[src/ipv4p_pkg.sv]
// shared types and constants for the ipv4 dotted address parser
`default_nettype none

package ipv4p_pkg;

    localparam int unsigned CHAR_W = 8;
    localparam int unsigned ADDR_W = 32;
    localparam int unsigned NUM_SAVED = 3;
    localparam int unsigned PCNT_W = 2;

    // parse phase codes
    localparam logic [1:0] PH_DONE  = 2'd0;
    localparam logic [1:0] PH_START = 2'd1;
    localparam logic [1:0] PH_ZERO  = 2'd2;
    localparam logic [1:0] PH_PART  = 2'd3;

    // number base codes
    localparam logic [1:0] BASE_DEC = 2'd0;
    localparam logic [1:0] BASE_OCT = 2'd1;
    localparam logic [1:0] BASE_HEX = 2'd2;

    // characters of interest
    localparam logic [CHAR_W-1:0] CH_NUL   = 8'h00;
    localparam logic [CHAR_W-1:0] CH_ZERO  = 8'h30;
    localparam logic [CHAR_W-1:0] CH_NINE  = 8'h39;
    localparam logic [CHAR_W-1:0] CH_DOT   = 8'h2E;
    localparam logic [CHAR_W-1:0] CH_X_LO  = 8'h78;
    localparam logic [CHAR_W-1:0] CH_X_UP  = 8'h58;
    localparam logic [CHAR_W-1:0] CH_A_LO  = 8'h61;
    localparam logic [CHAR_W-1:0] CH_F_LO  = 8'h66;
    localparam logic [CHAR_W-1:0] CH_A_UP  = 8'h41;
    localparam logic [CHAR_W-1:0] CH_F_UP  = 8'h46;
    localparam logic [CHAR_W-1:0] CH_SPACE = 8'h20;
    localparam logic [CHAR_W-1:0] CH_TAB   = 8'h09;
    localparam logic [CHAR_W-1:0] CH_CR    = 8'h0D;

    localparam logic [PCNT_W-1:0] PCNT_MAX = 2'd3;

    // one finished string, produced in the cycle its last character is taken
    typedef struct packed {
        logic              fire;
        logic              valid_res;
        logic [ADDR_W-1:0] address;
    } ipv4p_res_t;

endpackage

`default_nettype wire

[src/ipv4p_core.sv]
// per-character parse state and address assembly
`default_nettype none

module ipv4p_core (
    input  wire logic                          aclk,
    input  wire logic                          aresetn,
    input  wire logic                          accept,
    input  wire logic                          start_of_string,
    input  wire logic [ipv4p_pkg::CHAR_W-1:0]  ch,
    output ipv4p_pkg::ipv4p_res_t              res
);
    import ipv4p_pkg::*;

    logic [1:0]        phase_reg, phase_next;
    logic [1:0]        base_reg, base_next;
    logic [ADDR_W-1:0] acc_reg, acc_next;
    logic [PCNT_W-1:0] pcnt_reg, pcnt_next;
    logic [ADDR_W-1:0] saved_reg [NUM_SAVED];

    logic              save_we;
    logic [PCNT_W-1:0] save_idx;

    logic [1:0]        ph;
    logic [PCNT_W-1:0] pc;
    logic [1:0]        eff_base;
    logic              run_part;
    logic              is_dec, is_hex_lo, is_hex_up, is_space, is_digit;
    logic [3:0]        digit;
    logic [ADDR_W-1:0] acc_mul;
    logic              range_err;
    logic [ADDR_W-1:0] addr_full;

    assign is_dec    = (ch >= CH_ZERO) && (ch <= CH_NINE);
    assign is_hex_lo = (ch >= CH_A_LO) && (ch <= CH_F_LO);
    assign is_hex_up = (ch >= CH_A_UP) && (ch <= CH_F_UP);
    assign is_space  = (ch == CH_SPACE) || ((ch >= CH_TAB) && (ch <= CH_CR));

    // a start flag restarts the string whatever the old phase was
    assign ph       = start_of_string ? PH_START : phase_reg;
    assign pc       = start_of_string ? '0 : pcnt_reg;
    // the character after a leading zero is already read as octal
    assign eff_base = (ph == PH_ZERO) ? BASE_OCT : base_reg;

    // letters a-f sit at low nibble 1..6, so adding 9 gives 10..15
    assign digit = is_dec ? ch[3:0] : (ch[3:0] + 4'd9);

    always_comb begin
        is_digit = is_dec || ((eff_base == BASE_HEX) && (is_hex_lo || is_hex_up));
        case (eff_base)
            BASE_HEX: acc_mul = {acc_reg[ADDR_W-5:0], 4'b0};
            BASE_OCT: acc_mul = {acc_reg[ADDR_W-4:0], 3'b0};
            default:  acc_mul = {acc_reg[ADDR_W-4:0], 3'b0} + {acc_reg[ADDR_W-2:0], 1'b0};
        endcase
    end

    // range of the last part depends on how many parts came before it
    always_comb begin
        unique case (pc)
            2'd0:    range_err = 1'b0;
            2'd1:    range_err = |acc_reg[31:24];
            2'd2:    range_err = |acc_reg[31:16];
            default: range_err = |acc_reg[31:8];
        endcase
        addr_full = acc_reg;
        if (pc >= 2'd1) addr_full = addr_full | {saved_reg[0][7:0], 24'b0};
        if (pc >= 2'd2) addr_full = addr_full | {saved_reg[1][15:0], 16'b0};
        if (pc >= 2'd3) addr_full = addr_full | {saved_reg[2][23:0], 8'b0};
    end

    always_comb begin
        phase_next = phase_reg;
        base_next  = base_reg;
        acc_next   = acc_reg;
        pcnt_next  = pcnt_reg;
        save_we    = 1'b0;
        save_idx   = pc;
        run_part   = 1'b0;
        res        = '0;

        if (accept) begin
            pcnt_next = pc;
            phase_next = ph;
            unique case (ph)
                PH_START: begin
                    if (!is_dec) begin
                        res.fire   = 1'b1;
                        phase_next = PH_DONE;
                    end else if (ch == CH_ZERO) begin
                        acc_next   = '0;
                        phase_next = PH_ZERO;
                    end else begin
                        acc_next   = {{(ADDR_W-4){1'b0}}, ch[3:0]};
                        base_next  = BASE_DEC;
                        phase_next = PH_PART;
                    end
                end
                PH_ZERO: begin
                    phase_next = PH_PART;
                    if ((ch == CH_X_LO) || (ch == CH_X_UP)) begin
                        base_next = BASE_HEX;
                    end else begin
                        base_next = BASE_OCT;
                        run_part  = 1'b1;
                    end
                end
                PH_PART: run_part = 1'b1;
                default: ;
            endcase

            if (run_part) begin
                if (is_digit) begin
                    acc_next = acc_mul + {{(ADDR_W-4){1'b0}}, digit};
                end else if (ch == CH_DOT) begin
                    if (pc == PCNT_MAX) begin
                        res.fire   = 1'b1;
                        phase_next = PH_DONE;
                    end else begin
                        save_we    = 1'b1;
                        pcnt_next  = pc + 2'd1;
                        phase_next = PH_START;
                    end
                end else if ((ch == CH_NUL) || is_space) begin
                    res.fire      = 1'b1;
                    res.valid_res = !range_err;
                    res.address   = range_err ? '0 : addr_full;
                    phase_next    = PH_DONE;
                end else begin
                    res.fire   = 1'b1;
                    phase_next = PH_DONE;
                end
            end
        end
    end

    always_ff @(posedge aclk) begin
        if (!aresetn) begin
            phase_reg <= PH_DONE;
            base_reg  <= BASE_DEC;
            acc_reg   <= '0;
            pcnt_reg  <= '0;
        end else begin
            phase_reg <= phase_next;
            base_reg  <= base_next;
            acc_reg   <= acc_next;
            pcnt_reg  <= pcnt_next;
        end
    end

    // saved parts hold no reset, part count guards every read
    always_ff @(posedge aclk) begin
        for (int i = 0; i < NUM_SAVED; i++) begin
            if (save_we && (save_idx == PCNT_W'(i))) saved_reg[i] <= acc_reg;
        end
    end

endmodule

`default_nettype wire

[src/ipv4_dotted_address_parser_top.sv]
// top level of the ipv4 dotted address parser with its result register
//
// channel  dir  tdata              tuser
// s_       in   [7:0] ch           [0] start_of_string
// m_       out  [31:0] address     [0] valid_res
//
// one character per cycle; a result appears the cycle after the character
// that ends the string (terminator, bad character or fourth dot).
// s_tready drops only while a result is held and m_tready is low.
// aresetn is synchronous; after reset characters are ignored until a start flag.
`default_nettype none

module ipv4_dotted_address_parser_top (
    input  wire logic        aclk,
    input  wire logic        aresetn,
    input  wire logic        s_tvalid,
    output wire logic        s_tready,
    input  wire logic [7:0]  s_tdata,   // [7:0] ch
    input  wire logic        s_tuser,   // [0] start_of_string
    output wire logic        m_tvalid,
    input  wire logic        m_tready,
    output wire logic [31:0] m_tdata,   // [31:0] address
    output wire logic        m_tuser    // [0] valid_res
);
    import ipv4p_pkg::*;

    ipv4p_res_t        res;
    logic              accept;
    logic              m_valid_reg;
    logic              m_user_reg;
    logic [ADDR_W-1:0] m_data_reg;

    assign s_tready = !m_valid_reg || m_tready;
    assign accept   = s_tvalid && s_tready;

    ipv4p_core u_core (
        .aclk            (aclk),
        .aresetn         (aresetn),
        .accept          (accept),
        .start_of_string (s_tuser),
        .ch              (s_tdata),
        .res             (res)
    );

    always_ff @(posedge aclk) begin
        if (!aresetn) begin
            m_valid_reg <= 1'b0;
        end else if (accept && res.fire) begin
            m_valid_reg <= 1'b1;
        end else if (m_tready) begin
            m_valid_reg <= 1'b0;
        end
    end

    always_ff @(posedge aclk) begin
        if (accept && res.fire) begin
            m_user_reg <= res.valid_res;
            m_data_reg <= res.address;
        end
    end

    assign m_tvalid = m_valid_reg;
    assign m_tuser  = m_user_reg;
    assign m_tdata  = m_data_reg;

endmodule

`default_nettype wire

[config.mk]
export PLATFORM = sky130hd
export DESIGN_NAME = ipv4_dotted_address_parser_top
export DESIGN_NICKNAME = d
export VERILOG_FILES = /design/src/ipv4p_pkg.sv /design/src/ipv4p_core.sv /design/src/ipv4_dotted_address_parser_top.sv
export SDC_FILE = /design/constraint.sdc
export NUM_CORES = 1
export LEC_CHECK = 0
export BUFFER_PORTS_ARGS = -buffer_cell sky130_fd_sc_hd__buf_2
export CORE_MARGIN = 2
export CORE_UTILIZATION = 40
export DETAILED_ROUTE_END_ITERATION = 8
export GPL_ROUTABILITY_DRIVEN = 0
export PLACE_DENSITY_LB_ADDON = 0.25
export SLEW_MARGIN = 25
export SYNTH_ARGS = -nofsm -noshare
export SYNTH_HDL_FRONTEND = slang
export SYNTH_SLANG_ARGS = --single-unit
[constraint.sdc]
create_clock -name aclk -period 6.8 [get_ports aclk]
set_input_delay 0.68 -clock aclk [delete_from_list [all_inputs] [get_ports aclk]]
set_output_delay 0.68 -clock aclk [all_outputs]
set_load 0.01 [all_outputs]
==> impl_metrics.yaml <==
run_status:
  outcome: "complete, no violations"
clock_network:
  cts_made_buffers: 17
  htree_levels: 4
  tritoncts: "done"
  clk_latency_ns: 0.41
  cts_root_buf: "clkbuf_16"
  cts_max_path_buffers: 2
  cts_hold_buf: 0
  clk_pin_slew_ns: 0.06
  cts_resized: 0
  cts_sinks: 120
  cts_setup_buffers: 0
power_and_ir_drop:
  vdd_ir_drop_max_v: 0.000193
  power_density_nw_per_um2: 188
  p_leak_uw: 0.00336
placement:
  port_buffers: 47
  dpl.hpwl_mm: 15.3
  post-place-cells: 1153
synthesis:
  async_flop_share: 0
  synth_top_area_frac: 0.298
  yosysTopAreaCell: "edfxtp_1"
  synth-edff-count: 81
  syn_inst: 871
  synth_seq_cells: 120
  synth_nets: 927
  yosysUniqueCellTypes: 93
  synth_area_leaders: "edfxtp_1 30%, dfxtp_1 9.6%, ha_1 6.3%"
  synth_most_common_cell: "nor2_1"
  avgSynthCellArea_um2: 9.36
  syn-cell-area_um2: 8150
  ys_seq_area_frac: 0.394
  synth_commonest_cells: "87 x nor2_1, 81 x edfxtp_1, 69 x nand2_1"
  synth_flop_cell: "edfxtp_1"
  yosys_warnings: 0
detailed_routing:
  drc: 0
  dr.pass1.iters: 5
  drtAntennaViolNets: 0
  viasPerCell: 5.75
  avgRoutedWirePerCell_um: 17.6
  vias: 6820
  drt_wl_total_mm: 20.9
  drt-initial-drc-count: 457
cells_and_area:
  fin_cells: 1186
  largest_reg_flops: 48
  antenna_cells: 0
  drive_above_1_share: 0.144
  area_delta_synth_final_pct: 12.3
  nets: 959
grt:
  grt_first_pass_wirelength_mm: 33.9
  gr-total-overflow: 0
  antenna_found_initial: 0
  grt_max_degree: 57
  grt_pass1_vias: 6300
  grt_use_total: 0.195
sta:
  tightest_slew_ns: 0.885
  finClkSkew_ns: 0.0119
  tns_ns: 0
  hold_violations: 0
  max_slew_margin: 0.410
  period_minus_slack_ns: 4.89
  fmax_mhz: 204
  rsz0062_at_grt: "false"
  setup_viol: 0
  slew_viol_final: 0
  period_share: 0.720
critical_path:
  crit_arrival_ns: 5.21
  crit_chain: "buf_2 -> or2_2 -> inv_1 -> ha_1 -> or2_2 -> ha_2 -> buf_4 -> a221o_1 -> o21ai_0 -> or3_4 -> a211o_1 -> and4b_1 -> and4b_1 -> nand3_1 -> or4_4 -> o31a_1 -> o31ai_1"
  critPathCaptureType: "flip-flop"
  path_delay_family: "simple AND/OR/NAND/NOR gates"
  crit_path_max_incr_delay_ns: 0.48
  crit_slowest_cell: "buf_4"
  critPathMaxFanout: 56
  start_kind: "primary input"
  critical_path_class: "primary input to flip-flop"
  cp_num_buf_inv: 3
  cp.required_ns: 7.12
die:
  core_area_um2: 20100
  die_y_um: 147
  dieArea_um2: 21500
  ios: 48
  start_util: 0.406
  chipWidth_um: 147
  rows: 52
min_path:
  hold_path.class: "flip-flop to flip-flop"
flow_run:
  maxCapViolCount: 0
==> cell families after synthesis <==
kind of cell             Yosys count  synth area share
buffers and inverters             68            0.0422
XOR/XNOR                          33            0.0354
multiplexers                       6           0.00737
flip-flops                       120             0.394
AO/OA/AOI/OAI                    268             0.235
AND/OR/NAND/NOR                  333             0.218
adder cells (fa/ha/maj)           43            0.0678
==> worst paths after layout <==
check                                         from                               to  slack, ns  cells after the start
setup / recovery                           s_tuser  u_core.acc_reg[31]$_SDFFE_PN0P_       1.91                     17
setup reg to reg  u_core.phase_reg[0]$_SDFFE_PN0P_  u_core.acc_reg[31]$_SDFFE_PN0P_       2.05                     16
hold reg to reg    u_core.base_reg[1]$_SDFFE_PN0P_  u_core.base_reg[1]$_SDFFE_PN0P_       0.48                      2
hold / removal     u_core.base_reg[1]$_SDFFE_PN0P_  u_core.base_reg[1]$_SDFFE_PN0P_       0.48                      2
==> power by group <==
part	internal, uW	total (uW)	switching, uW
Combinational	33.9	87.2	53.3
Clock	509	850	340
Sequential	787	790	3.28
Total	1330	1730	397
==> metal layers <==
metal  up-vias  GRT usage  routed length (um)
met1      3269      0.279               10100
met2       169      0.318                9830
met3         8     0.0230                 746
li1       3374          -                   -
met4         0     0.0427                 176
met5         -          0                   0
==> through the flow <==
| step | cell area (um^2) | util | total power [uW] | worst slack, ns | hold slack (ns) |
|---|---|---|---|---|---|
| floorplan | 8150 | - | 863 | 1.23 | 0.445 |
| global placement | 8570 | 0.426 | 890 | 1.58 | 0.474 |
| detailed placement | 8570 | 0.426 | 890 | 1.55 | 0.473 |
| CTS | 9130 | 0.454 | 1730 | 1.96 | 0.480 |
| global route | 9160 | 0.456 | 1780 | 1.58 | 0.495 |
| finish | 9160 | 0.456 | 1730 | 1.91 | 0.481 |
==> layout make-up <==
class	instances	area, um^2
Clock buffer	17	425
Clock inverter	15	141
Fill cell	1938	10900
Inverter	24	90.1
Multi-Input combinational cell	683	4620
Sequential cell	120	3210
Tap cell	270	338
Timing Repair Buffer	57	330
==> worst min-delay path, stage by stage (launching register included) <==
cell      delay (ns)
dfxtp_1         0.31
nand2b_1        0.06
a21boi_0        0.07
==> cells in the final DEF (no fill, tap or decap), types with 8 or more instances in the layout <==
cell type,netlist,final
a211oi_1,13,13
a21o_1,13,13
a21oi_1,64,63
a221oi_1,21,21
a22oi_1,20,20
and2_1,19,19
buf_2,9,47
buf_4,2,9
clkbuf_16,0,17
dfxtp_1,39,39
edfxtp_1,81,81
ha_1,41,40
inv_1,24,24
nand2_1,69,69
nand2b_1,10,10
nand3_1,23,23
nand4_1,12,12
nor2_1,87,87
nor2b_1,26,26
nor3_1,21,20
nor4_1,11,11
o21a_1,8,8
o21ai_0,34,33
o21ai_1,9,10
xnor2_1,23,23
xor2_1,10,10
Note: power is estimated with default switching activity, not from simulation.
